==> src/rtl/rbsi_pkg.sv <==
// Shared types and constants for the 2D ray versus box slab test.
`default_nettype none
package rbsi_pkg;

  localparam int TimeW   = 32;
  localparam int NumW    = 34;
  localparam int DivSteps = 32;
  localparam int DivLat  = DivSteps + 2;

  localparam logic signed [TimeW-1:0] TMax = 32'sh7FFF_FFFF;
  localparam logic signed [TimeW-1:0] TMin = 32'sh8000_0000;

  localparam logic signed [1:0] NormPos  = 2'sb01;
  localparam logic signed [1:0] NormNeg  = 2'sb11;
  localparam logic signed [1:0] NormZero = 2'sb00;

  // Ray data carried alongside the face times.
  typedef struct packed {
    logic signed [31:0] ox;
    logic signed [31:0] oy;
    logic signed [31:0] dx;
    logic signed [31:0] dy;
  } side_t;

  // Slab stage result toward the contact stages.
  typedef struct packed {
    logic               hit;
    logic signed [31:0] tn;
    logic signed [1:0]  nx;
    logic signed [1:0]  ny;
    side_t              side;
  } slab_t;

endpackage
`default_nettype wire

==> src/rtl/rbsi_slab.sv <==
// Slab ordering, overlap test, entry time and face normal.
`default_nettype none
module rbsi_slab (
  input  wire logic                  clk,
  input  wire logic                  rst,
  input  wire logic                  en,
  input  wire logic                  in_vld,
  input  wire logic signed [31:0]    t_nx,
  input  wire logic signed [31:0]    t_ny,
  input  wire logic signed [31:0]    t_fx,
  input  wire logic signed [31:0]    t_fy,
  input  wire logic                  any_nan,
  input  wire rbsi_pkg::side_t       side,
  output logic                       out_vld,
  output rbsi_pkg::slab_t            res
);

  logic signed [31:0] nx, fx, ny, fy, tn, tf;
  rbsi_pkg::slab_t    res_next;

  always_comb begin
    nx = (t_nx > t_fx) ? t_fx : t_nx;
    fx = (t_nx > t_fx) ? t_nx : t_fx;
    ny = (t_ny > t_fy) ? t_fy : t_ny;
    fy = (t_ny > t_fy) ? t_ny : t_fy;
    tn = (nx > ny) ? nx : ny;
    tf = (fx < fy) ? fx : fy;
    res_next.side = side;
    res_next.hit  = !any_nan && !(nx > fy) && !(ny > fx) && !tf[31];
    res_next.tn   = tn;
    res_next.nx   = rbsi_pkg::NormZero;
    res_next.ny   = rbsi_pkg::NormZero;
    if (nx > ny) begin
      res_next.nx = side.dx[31] ? rbsi_pkg::NormPos : rbsi_pkg::NormNeg;
    end else if (nx < ny) begin
      res_next.ny = side.dy[31] ? rbsi_pkg::NormPos : rbsi_pkg::NormNeg;
    end
  end

  always_ff @(posedge clk) begin
    if (rst) begin
      out_vld <= 1'b0;
    end else if (en) begin
      out_vld <= in_vld;
    end
    if (en) begin
      res <= res_next;
    end
  end

endmodule
`default_nettype wire

==> config.mk <==
export PLATFORM = sky130hd
export DESIGN_NAME = rbsi_slab
export DESIGN_NICKNAME = d
export VERILOG_FILES = /design/src/rtl/rbsi_pkg.sv /design/src/rtl/rbsi_slab.sv
export SDC_FILE = /design/constraint.sdc
export NUM_CORES = 1
export LEC_CHECK = 0
export BUFFER_PORTS_ARGS = -buffer_cell sky130_fd_sc_hd__buf_2
export CAP_MARGIN = 20
export CORE_MARGIN = 3
export CORE_UTILIZATION = 40
export DETAILED_ROUTE_END_ITERATION = 6
export PLACE_DENSITY = 0.68
export SYNTH_ARGS = -nofsm -noshare
export SYNTH_HDL_FRONTEND = slang
export SYNTH_SLANG_ARGS = --single-unit
==> constraint.sdc <==
create_clock -name clk -period 15.7 [get_ports clk]
set_input_delay 3.14 -clock clk [delete_from_list [all_inputs] [get_ports clk]]
set_output_delay 3.14 -clock clk [all_outputs]
set_load 0.1 [all_outputs]
== Yosys cells after proc, flatten, opt, wreduce, memory -nomap -nowiden ==
Cells that the tools add are included.
Storage, ports and cells
  memory bits (writable): 0
  latch bits: 0
  input bits: 261
  memory bits (read-only): 0
  memories: 0
  register bits after elaboration: 166
  logic and storage cells: 33
  output and inout bits: 166
Cells by class
  reduce and logical (&&, ||, !) cells: 8
  equality and inequality tests: 0
  shift operators: 0
  multiply operators: 0
  divide/modulo/power cells: 0
  add/subtract/negate cells: 0
  bitwise logic cells: 1
  mux-type cells: 8
  order comparisons: 7
Operators by type and width (number)
  $mux W32: 6
  $gt A32 B32 Y1: 5
  $lt A32 B32 Y1: 2
  $logic_not A1 Y1: 4
  $mux W2: 2
  $logic_and A1 B1 Y1: 3
  $reduce_or A2 Y1: 1
  $not A1 Y1: 1

== Longest topological paths before layout ==
  word-level depth: 7
  gate-level depth with buffers: 26
  mapped depth without buffers: 23

== Worst setup path after synthesis ==
No wires, ideal clock.
  path type: input -> register
  from: input port t_fx[31]
  to: register res[164] in the netlist's numbering (data pin)
  setup time: 0.170 ns
  arrival: 8.318 ns
  cell stages on the path: 25
  setup slack: 7.213 ns
  path buffers: 3
  data required time: 15.530 ns
  cells stage by stage: inv_1 -> ha_1 -> nand4_1 -> or4_1 -> o21ai_1 -> nand2_1 -> or3_4 -> nand2_1 -> buf_2 -> buf_1 -> buf_1 -> a21o_1 -> inv_1 -> ha_1 -> a21o_1 -> a21o_1 -> a21o_1 -> a21o_1 -> a21o_1 -> a211oi_1 -> or4_1 -> nand2_1 -> or4b_2 -> a31o_2 -> nor4_2
RTL lines
  from (decl): RTL line rbsi_slab.sv:10  | input wire logic signed [31:0] t_fx,
  to (signal assigned): RTL line rbsi_slab.sv:47  | res <= res_next;
  to (decl): RTL line rbsi_slab.sv:15  | output rbsi_pkg::slab_t res

==> metrics <==
Starting Density 0.409; element type at the critical path start input port; Hold WS 509 ps; outcome finished, final reports clean; fraction of layout cells with a size suffix above 1 0.354; Post-Place Setup Slack between 5000 and 6000 ps; port bufs 426; clk_lat worst skew around 430 ps; total grt overflow 0; post-DP HPWL approximately 33 mm; CTS Root Cell clkbuf_16; worst vdd ir 0.0872 mV; clk sinks 166; Max stage delay on crit path 640 ps; via count 9902; clk slew on worst S/H paths roughly 70 ps; warnings from Yosys 0; Top Family by Delay on Critical Path compound AO/OA/AOI/OAI gates; nets@finish 1942; Critical Path, Cell by Cell buf_2 > inv_1 > ha_1 > nand4_1 > or4_1 > o21ai_1 > nand2_1 > or3_4 > nand2_2 > buf_4 > mux2_2 > ha_1 > a21o_1 > a21o_1 > a21o_1 > a21o_1 > a21o_1 > a21oi_1 > o21ai_0 > mux2i_1 > a31oi_2 > o21a_2 > buf_4 > mux2_4; Slowest cell on crit path buf_4; WL/cell roughly 21 microns; Placer Congestion around 0.95; minimum clock period around 10000 ps; via/cell ratio 5.21; DIE WIDTH roughly 180 microns; Die Y 178 microns; Slew @ Worst Pin 1040 ps; Mapped Nets 1518; critical path arrival 10160 ps; Unique masters post-synth 63; Slew HR 0.309; Synth async-reset ratio 0; CP endpoint kind flop; Detailed Route WL 39.2 mm; Final Max Tran Viols 0; Hold Path Class reg -> reg; RSZ-0062 raised after global routing no; total power 2.03 mW; leakage 7.66 nW; Post-CTS Hold Buffers 0; PwrDens 136 nW/um^2; Worst Skew 0 ps; Post-synth EDFFs ~170; Max Cap Viol 0; # H-tree levels 4; DRC 0; period utilization 0.635; pin count of the biggest net entering global routing ~110; IO Count 427; fin util 0.517; setup violators final 0; final-report hold violation count 0; #FFs+latches synth about 170; post-synthesis sequential area ratio 0.420; CTS tree yes; crit-path max FO 62; initial antenna violation count 14; post-CTS resize count 0; Buf/Inv on CP 4; Core Box Area ~29000 sq um; WP data required 15880 ps; Clock Path Buffers 2; cells after synthesis approximately 1100; die area roughly 32000 sq um; Main synth FF type edfxtp_1; Avg Cell Area, Syn ~11 sq um; total CTS buffers 17; Area Overhead vs Synth 26.5%; Crit Path Category in -> reg; drt pass-1 iters 5; global-route wire length before repair about 56 mm; Mapped Area about 12000 sq um; DR iter-0 viols 549; Global Route Usage Sum 0.236; Routed Antenna Nets 0; Setup Total Neg Slack 0 ps; postcts setup bufs 0; cell mode on critical path a21o_1; Final WS setup 5720 ps; vias in the first global route 9658; Max Fclk ~100 MHz; Cell Rows 62
[cell type report]
class / instances / area [sq um]
Clock buffer: 18 / 429
Clock inverter: 14 / 161
Multi-Input combinational cell: 742 / 6210
Fill cell: 2626 / 14000
Tap cell: 384 / 480
Antenna cell: 10 / 25.0
Inverter: 138 / 518
Sequential cell: 166 / 4970
Timing Repair Buffer: 430 / 2170
[metal layers]
metal  vias up  GRT usage  wire [microns]
met3        56     0.0481            2510
met5         -          0              48
met1      4697      0.272           15100
met4         8     0.0857            1110
met2       317      0.431           20400
li1       4824          -               -
[tightest hold or removal path: cells and delay by family, from the launching register on]
family | cells | cell delay [ps]
AND/OR/NAND/NOR | 1 | 70
flip-flops | 1 | 330
multiplexers | 1 | 70
[cell usage in the layout (no fill, tap or decap), types with 4 or more instances in the layout]
master | synthesis | final
nand4_1 | 38 | 38
nor3_1 | 7 | 7
a21o_1 | 89 | 88
ha_1 | 186 | 186
diode_2 | 0 | 10
mux2i_1 | 37 | 37
and2_1 | 5 | 5
mux2_4 | 27 | 27
nand2_1 | 29 | 28
nand2b_1 | 4 | 4
a211oi_1 | 6 | 6
nand3_1 | 17 | 17
edfxtp_1 | 165 | 165
inv_1 | 138 | 138
o31ai_1 | 4 | 4
mux2_2 | 30 | 30
a21oi_1 | 80 | 80
o21ai_1 | 7 | 7
nor2_1 | 81 | 81
o21ai_0 | 11 | 11
inv_6 | 0 | 4
or3_1 | 4 | 4
buf_4 | 1 | 4
o211ai_1 | 5 | 5
clkbuf_16 | 0 | 17
nor2b_1 | 10 | 10
nor4_1 | 4 | 4
buf_2 | 10 | 425
o21a_1 | 9 | 8
[state kept, by name (all words and copies together), names as in the netlist]
name and count:
res 165, out_vld 1
[synth_stat cells (6+ instances only)]
master      n  area share
nand3_1    17      0.0072
edfxtp_1  165        0.42
buf_1       8      0.0025
o21ai_1     7      0.0030
nand4_1    38       0.020
nor2b_1    10      0.0053
a211oi_1    6      0.0038
a21o_1     89       0.056
nand2_1    29      0.0092
mux2i_1    37       0.031
buf_2      10      0.0042
nor3_1      7      0.0030
o21ai_0    11      0.0047
ha_1      186        0.20
mux2_2     30       0.029
o21a_1      9      0.0057
mux2_4     27       0.034
a21oi_1    80       0.034
inv_1     138       0.044
nor2_1     81       0.026
[path summary, 6_finish.rpt]
path / depth (start not counted) / endpoint / slack (ps) / from
max reg2reg: 2 / out_vld$_SDFFE_PP0P_ / 15110 / out_vld$_SDFFE_PP0P_
min reg2reg: 2 / out_vld$_SDFFE_PP0P_ / 510 / out_vld$_SDFFE_PP0P_
max: 24 / res[144]$_DFFE_PP_ / 5720 / t_fx[31]
min: 2 / out_vld$_SDFFE_PP0P_ / 510 / out_vld$_SDFFE_PP0P_
[power by group]
group / leakage [nW] / internal, mW / switching [mW] / total, mW
sequential: 1.62 / 0.558 / 0.0176 / 0.575
clock: 0.285 / 0.239 / 0.196 / 0.436
combinational: 5.76 / 0.295 / 0.723 / 1.02
total: 7.66 / 1.09 / 0.937 / 2.03
[logic make-up (layout without fill, tap and decap cells)]
family	count (synthesis)	after routing	share of synthesized area
AOI/OAI and AO/OA	237	237	0.133
and+or+nand+nor	218	218	0.0939
adders and majority gates	187	187	0.198
DFF	166	166	0.420
buffers and inverters	163	600	0.0556
muxes	97	97	0.0970
xor gates and xnor gates	3	3	0.00222
other	0	10	0
[through the flow]
step | cell area, sq um | cells
3_3_place_gp | 14400 | 1860
3_5_place_dp | 14400 | 1860
2_1_floorplan | 11800 | 1071
6_report | 15000 | 1902
4_1_cts | 14900 | 1892
5_1_grt | 15000 | 1902
Power figures use the tool's default switching activity.
