`config.mk`:
```
export PLATFORM = sky130hd
export DESIGN_NAME = rbsi_div
export DESIGN_NICKNAME = d
export VERILOG_FILES = /design/src/rtl/rbsi_pkg.sv /design/src/rtl/rbsi_div.sv
export SDC_FILE = /design/constraint.sdc
export NUM_CORES = 2
export LEC_CHECK = 0
export CORE_MARGIN = 2
export CORE_UTILIZATION = 50
export CTS_CLUSTER_DIAMETER = 30
export DETAILED_ROUTE_END_ITERATION = 6
export DONT_BUFFER_PORTS = 1
export PLACE_DENSITY_LB_ADDON = 0.08
export SETUP_SLACK_MARGIN = 0.02
export SYNTH_ARGS = -nofsm -noshare
export SYNTH_HDL_FRONTEND = slang
export SYNTH_MEMORY_MAX_BITS = 65536
export SYNTH_SLANG_ARGS = --single-unit
```
`constraint.sdc`:
```
create_clock -name clk -period 8.25 [get_ports clk]
set_input_delay 0.4125 -clock clk [delete_from_list [all_inputs] [get_ports clk]]
set_output_delay 0.4125 -clock clk [all_outputs]
set_load 0.02 [all_outputs]
```
`src/rtl/rbsi_pkg.sv`:
```
// Shared types and constants for the 2D ray versus box slab test.
`default_nettype none
package rbsi_pkg;

  localparam int TimeW   = 32;
  localparam int NumW    = 34;
  localparam int DivSteps = 32;
  localparam int DivLat  = DivSteps + 2;

  localparam logic signed [TimeW-1:0] TMax = 32'sh7FFF_FFFF;
  localparam logic signed [TimeW-1:0] TMin = 32'sh8000_0000;

  localparam logic signed [1:0] NormPos  = 2'sb01;
  localparam logic signed [1:0] NormNeg  = 2'sb11;
  localparam logic signed [1:0] NormZero = 2'sb00;

  // Ray data carried alongside the face times.
  typedef struct packed {
    logic signed [31:0] ox;
    logic signed [31:0] oy;
    logic signed [31:0] dx;
    logic signed [31:0] dy;
  } side_t;

  // Slab stage result toward the contact stages.
  typedef struct packed {
    logic               hit;
    logic signed [31:0] tn;
    logic signed [1:0]  nx;
    logic signed [1:0]  ny;
    side_t              side;
  } slab_t;

endpackage
`default_nettype wire

```
`src/rtl/rbsi_div.sv`:
```
// Pipelined signed face-time divider, one quotient bit per stage, saturating.
`default_nettype none
module rbsi_div (
  input  wire logic                                  clk,
  input  wire logic                                  rst,
  input  wire logic                                  en,
  input  wire logic                                  in_vld,
  input  wire logic signed [rbsi_pkg::NumW-1:0]      num,
  input  wire logic signed [rbsi_pkg::TimeW-1:0]     dir,
  output logic                                       out_vld,
  output logic signed [rbsi_pkg::TimeW-1:0]          t,
  output logic                                       nan
);

  localparam int S = rbsi_pkg::DivSteps;

  typedef struct packed {
    logic [31:0] r;
    logic [31:0] d;
    logic [31:0] q;
    logic [31:0] low;
    logic        ovf;
    logic        neg;
    logic        zd;
    logic        nz;
    logic        npos;
  } dst_t;

  dst_t st [0:S];
  logic vld [0:S];

  logic [rbsi_pkg::NumW-1:0] mag;
  logic [31:0]               dmag;
  dst_t                      st0;

  always_comb begin
    mag      = num[rbsi_pkg::NumW-1] ? 34'(-num) : 34'(num);
    dmag     = dir[31] ? 32'(-dir) : 32'(dir);
    st0.r    = {15'd0, mag[32:16]};
    st0.d    = dmag;
    st0.q    = '0;
    st0.low  = {mag[15:0], 16'd0};
    st0.ovf  = {15'd0, mag[32:16]} >= dmag;
    st0.neg  = num[rbsi_pkg::NumW-1] ^ dir[31];
    st0.zd   = (dir == '0);
    st0.nz   = (num == '0);
    st0.npos = !num[rbsi_pkg::NumW-1] && (num != '0);
  end

  always_ff @(posedge clk) begin
    if (rst) begin
      vld[0] <= 1'b0;
    end else if (en) begin
      vld[0] <= in_vld;
    end
    if (en) begin
      st[0] <= st0;
    end
  end

  for (genvar i = 0; i < S; i++) begin : g_step
    logic [32:0] r2;
    logic        ge;
    dst_t        nxt;
    always_comb begin
      r2      = {st[i].r, st[i].low[31]};
      ge      = r2 >= {1'b0, st[i].d};
      nxt     = st[i];
      nxt.r   = ge ? 32'(r2 - {1'b0, st[i].d}) : r2[31:0];
      nxt.q   = {st[i].q[30:0], ge};
      nxt.low = {st[i].low[30:0], 1'b0};
    end
    always_ff @(posedge clk) begin
      if (rst) begin
        vld[i+1] <= 1'b0;
      end else if (en) begin
        vld[i+1] <= vld[i];
      end
      if (en) begin
        st[i+1] <= nxt;
      end
    end
  end

  logic signed [31:0] t_next;
  logic               nan_next;

  always_comb begin
    nan_next = 1'b0;
    if (st[S].zd) begin
      nan_next = st[S].nz;
      t_next   = st[S].npos ? rbsi_pkg::TMax : rbsi_pkg::TMin;
    end else if (st[S].ovf) begin
      t_next = st[S].neg ? rbsi_pkg::TMin : rbsi_pkg::TMax;
    end else if (!st[S].neg) begin
      t_next = st[S].q[31] ? rbsi_pkg::TMax : $signed(st[S].q);
    end else begin
      t_next = (st[S].q > 32'h8000_0000) ? rbsi_pkg::TMin : $signed(32'(-st[S].q));
    end
  end

  always_ff @(posedge clk) begin
    if (rst) begin
      out_vld <= 1'b0;
    end else if (en) begin
      out_vld <= vld[S];
    end
    if (en) begin
      t   <= t_next;
      nan <= nan_next;
    end
  end

endmodule
`default_nettype wire

```
* Word level (Yosys, flattened, before mapping)
Memory sizes are Yosys's and may differ from the RTL's. A register that Yosys moved wholly into a read port is not among the register bits.
Cells that the tools add are included.
** Word-level totals
- Register bits after elaboration :: 33
- Latch bits :: 0
- RAM bits :: 4389
- ROM bits :: 0
- Input bits :: 70
- Output and inout bits :: 34
- Word-level logic and storage cells :: 192
- Memories :: 2
** Operators by class
- $add $sub $neg :: 35
- Multipliers :: 0
- Divide/modulo/power cells :: 0
- Order comparisons :: 34
- Equal/unequal tests :: 0
- Shifts and indexed selects :: 0
- Multiplexer cells :: 80
- Bitwise gates (word level) :: 34
- Reductions and logical operators :: 5
** Memory list
- st :: depth 33, bits a word 132, read ports 33, clocked after memory_dff 0, wr ports 33, line rbsi_div.sv:29 : dst_t st [0:S];
- vld :: depth 33, bits a word 1, read ports 33, clocked after memory_dff 1, wr ports 33, line rbsi_div.sv:30 : logic vld [0:S];
** Operators by type and width (count)
- $mux 32 :: 39
- $ge 33x32->1 :: 32
- $sub 32x32->32 :: 32
- $neg 32->32 :: 2
- $mux 1 :: 39
- $logic_not 34->1 :: 1
- $reduce_bool 34->1 :: 1
- $mux 33 :: 1
- $neg 33->33 :: 1
- $or 1x1->1 :: 33
- $ge 17x32->1 :: 1
- $gt 32x32->1 const B :: 1
- $logic_not 32->1 :: 1
- $mux 31 :: 1
- $logic_and 1x1->1 :: 1
- $logic_not 1->1 :: 1
- $xor 1x1->1 :: 1

* Longest topological paths before layout
An unclocked memory read counts as a cell.
- Depth in word-level cells :: 6
- Gate-level depth with buffers :: 18
- Depth with buffers taken out :: 18

* Worst setup path after synthesis
No wires, ideal clock.
- Path kind :: input-to-reg
- Start point :: input port num[5] (netlist name)
- End point :: memory st[0][4] (netlist name), data pin
- Setup time :: 0.132 ns
- Arrival time :: 4.060 ns
- Required time :: 8.118 ns
- Slack :: 4.057 ns
- Cell stages on the path :: 14
- Path buffers :: 0
- Path through :: or4_1 or3_1 or2_2 nand2b_1 or4_1 nand2b_1 or3_1 nand2_1 xnor2_1 ha_1 nand2_1 or4_1 a21oi_1 and3_1
** RTL lines
- start: declaration :: line rbsi_div.sv:8 : input wire logic signed [rbsi_pkg::NumW-1:0] num,
- end: declaration :: line rbsi_div.sv:29

==> summary.txt <==
Synthesis
  • Count leader, synth: edfxtp_1
  • Top post-synthesis cells by count: edfxtp_1, inv_1, a21oi_1
  • Synth warnings: 0
  • Post-synthesis sequential area ratio: 0.573
  • Synth area leaders: edfxtp_1, ha_1, a21oi_1
  • Synth area leader: edfxtp_1
  • Post-synth cell types: 96
  • Post-synth EDFFs: 2928
  • Top_reg_cell synth: edfxtp_1
  • Synth Instances: 13000
  • Cell Area, Synth: between 150000 and 200000 um^2
  • Syn nets: 14100
  • Synth async-reset ratio: 0
  • Top-area cell type share of the netlist area: 0.573
  • Average size of a mapped cell: 11.8 um^2
  • Post-synthesis register bit count: 2929

Setup path
  • Critical Path End Type: flop
  • Worst EP arrival: about 5700 ps
  • Crit path kind: reg -> reg
  • Setup crit start kind: flop
  • Worst Path Required: 8990 ps
  • CP Max Fanout: 53

Layout
  • Multi-input gate area: 59700 um^2
  • Storage element area: 87900 um^2
  • Fin nets: approximately 15000
  • Post-Layout Cell Count: between 15000 and 20000
  • P&R area growth vs syn: 18.8%
  • Share of cells above drive strength 1: 0.109
  • Fillers: 24500
  • Post-layout instance area: 182000 um^2

Routing
  • Highest routed layer: met5
  • Met2 WL: 169000 um
  • Final antenna-violating net count: 0
  • Via/cell ratio: 5.57
  • Wirelength per Cell: 20.4 um
  • WL final: 371000 um
  • DR iter-0 viols: 8416
  • Met3 wire length: 20100 um
  • DR vias: 101000
  • DRC: 0
  • Pre-antenna DRT Iters: 6
  • DRT met1 WL: 170000 um

Floorplan
  • DIE HEIGHT: 558 um
  • Die area: 311000 um^2
  • Core box area: 306000 um^2
  • Horiz. Die Dim: approximately 560 um
  • Placement Rows: between 200 and 250
  • Initial Util: 0.502
  • Ports: approximately 100

Timing
  • Setup TNS: 0 ps
  • Minimum clock period: approximately 5000 ps
  • Unrepaired setup endpoints after global routing: false
  • Fin. max-slew vios: 37
  • Fin worst setup slack: 3240 ps
  • Fraction of the cycle the final worst path needs: 0.607
  • Skew final: 47.3 ps
  • Highest clock rate: 200 MHz
  • Slew @ Worst Pin: 1540 ps
  • Final hold violations: 0
  • Final setup fails: 0
  • Slew HR: -0.0243

Clocking
  • Clk root buf: clkbuf_16
  • H-tree Lvls: 6
  • Total CTS buffers: 643
  • Worst-Skew Late Latency: 1020 ps
  • Clock Tree Buf Depth: 4
  • Clock tree from TritonCTS: done
  • Reg clk slew, reported paths: 50 ps
  • CTS sink cnt: 2929

Power and ir drop
  • Leak pwr: 73.8 nW
  • Peak supply drop: about 0.31 mV
  • Power Total: 0.0767 W
  • Power per Cell Area: 421 nW/um^2

Outcome
  • Failing checks: slew limit
  • Outcome: finished with violations

Place
  • DP Cell Count: 16800
  • DP Area: 158000 um^2
  • Dpl hpwl: 268000 um
  • RePlAce Congestion: 0.932
  • Place WS: 2190 ps
  • PortBufs: 0

GRT
  • Total track usage: 0.236
  • Vias in the first global route: 100000
  • Pin count of the biggest net entering global routing: 273
  • Initial antenna violation count: 16
  • First-pass GRT wire length: 576000 um
  • GR Overflow Total: 0

Job
  • Total of max-cap violations: 0

Hold path
  • HP Class: in -> reg
## cells in the final DEF (no fill, tap or decap), types with 37 or more instances in the layout
master and instances:
or3_1 57, nor3_1 137, edfxtp_1 2928, nor2b_1 160, inv_6 37, nand2b_1 160
clkbuf_1 71, a31oi_1 129, mux2_2 324, o21bai_1 133, nor4_1 50, nor2_1 732
o21a_1 127, dlygate4sd3_1 119, a21o_1 500, xor2_1 349, a21boi_0 43, clkinv_2 101
xnor2_1 543, clkinv_1 86, o211ai_1 41, and2_1 90, inv_1 1297, clkinvlp_4 65
ha_1 1029, nand4_1 149, and3_1 102, a21oi_1 1082, o31ai_1 102, a211oi_1 41
buf_4 40, clkbuf_16 646, or2_2 41, o21ai_0 789, bufinv_16 95, nand3_1 205
nand2_1 821
## timing repair
action / CTS / global route
hold buffers: 121 / 0
setup buffers: 0 / 0
endpoints found under the hold margin: 202 / 0
resized for setup: 0 / 0
## area by class of cell
class,count,share of cell area
Sequential cell,2929,0.483
Multi-Input combinational cell,8467,0.328
Antenna cell,21,0.000288
Clock inverter,467,0.0330
Tap cell,4100,0.0282
Clock buffer,717,0.0902
Timing Repair Buffer,179,0.0110
Inverter,1299,0.0268
## power by group
part	leakage (nW)	switching (W)	internal [W]
combinational	34.3	0.0156	0.0116
sequential	28.7	0.00214	0.0214
clock	10.7	0.00852	0.0174
total	73.8	0.0263	0.0505
## logic make-up after synthesis
family | Yosys count | share of synthesized area
adder cells (fa/ha/maj) | 1060 | 0.0880
XOR/XNOR | 892 | 0.0509
buffers and inverters | 1582 | 0.0390
multiplexers | 354 | 0.0257
AO/OA/AOI/OAI | 3319 | 0.134
flip-flops | 2929 | 0.573
AND/OR/NAND/NOR | 2842 | 0.0896
## routing by layer
metal  vias up  track usage
li1      49100            -
met1     48900        0.329
met2      2584        0.372
met3       647       0.0378
met4         2       0.0861
met5         -            0
## critical path: stages (launching register included)
cell and delay, ps:
edfxtp_1 390, ha_1 430, nand3_1 130, nor3_1 670, o21ai_0 180, o21ai_0 630
a21oi_1 280, a2111oi_0 460, buf_4 220, nand2_1 60, o31ai_1 200, a21o_1 140
buf_4 510, mux2_2 400
## registers in the layout (all words and copies together) (netlist names)
register	count
t	32
vld	33
nan	1
out_vld	1
st	2862
## stage by stage
step | hold WS (ps) | utilization
2_1_floorplan | 400 | -
3_3_place_gp | 400 | 0.518
3_5_place_dp | 405 | 0.518
4_1_cts | 4.60 | 0.596
5_1_grt | 89.9 | 0.596
6_report | 38.7 | 0.596
## final timing paths
| kind | slack, ps | cells after the start | start | end |
|---|---|---|---|---|
| max | 3240 | 13 | st[0][4068]$_DFFE_PP_ | st[0][4201]$_DFFE_PP_ |
| min | 40 | 1 | en | st[0][965]$_DFFE_PP_ |
| max reg2reg | 3240 | 13 | st[0][4068]$_DFFE_PP_ | st[0][4201]$_DFFE_PP_ |
| min reg2reg | 380 | 0 | st[0][3872]$_DFFE_PP_ | st[0][4005]$_DFFE_PP_ |
(Power assumes the default switching activity.)
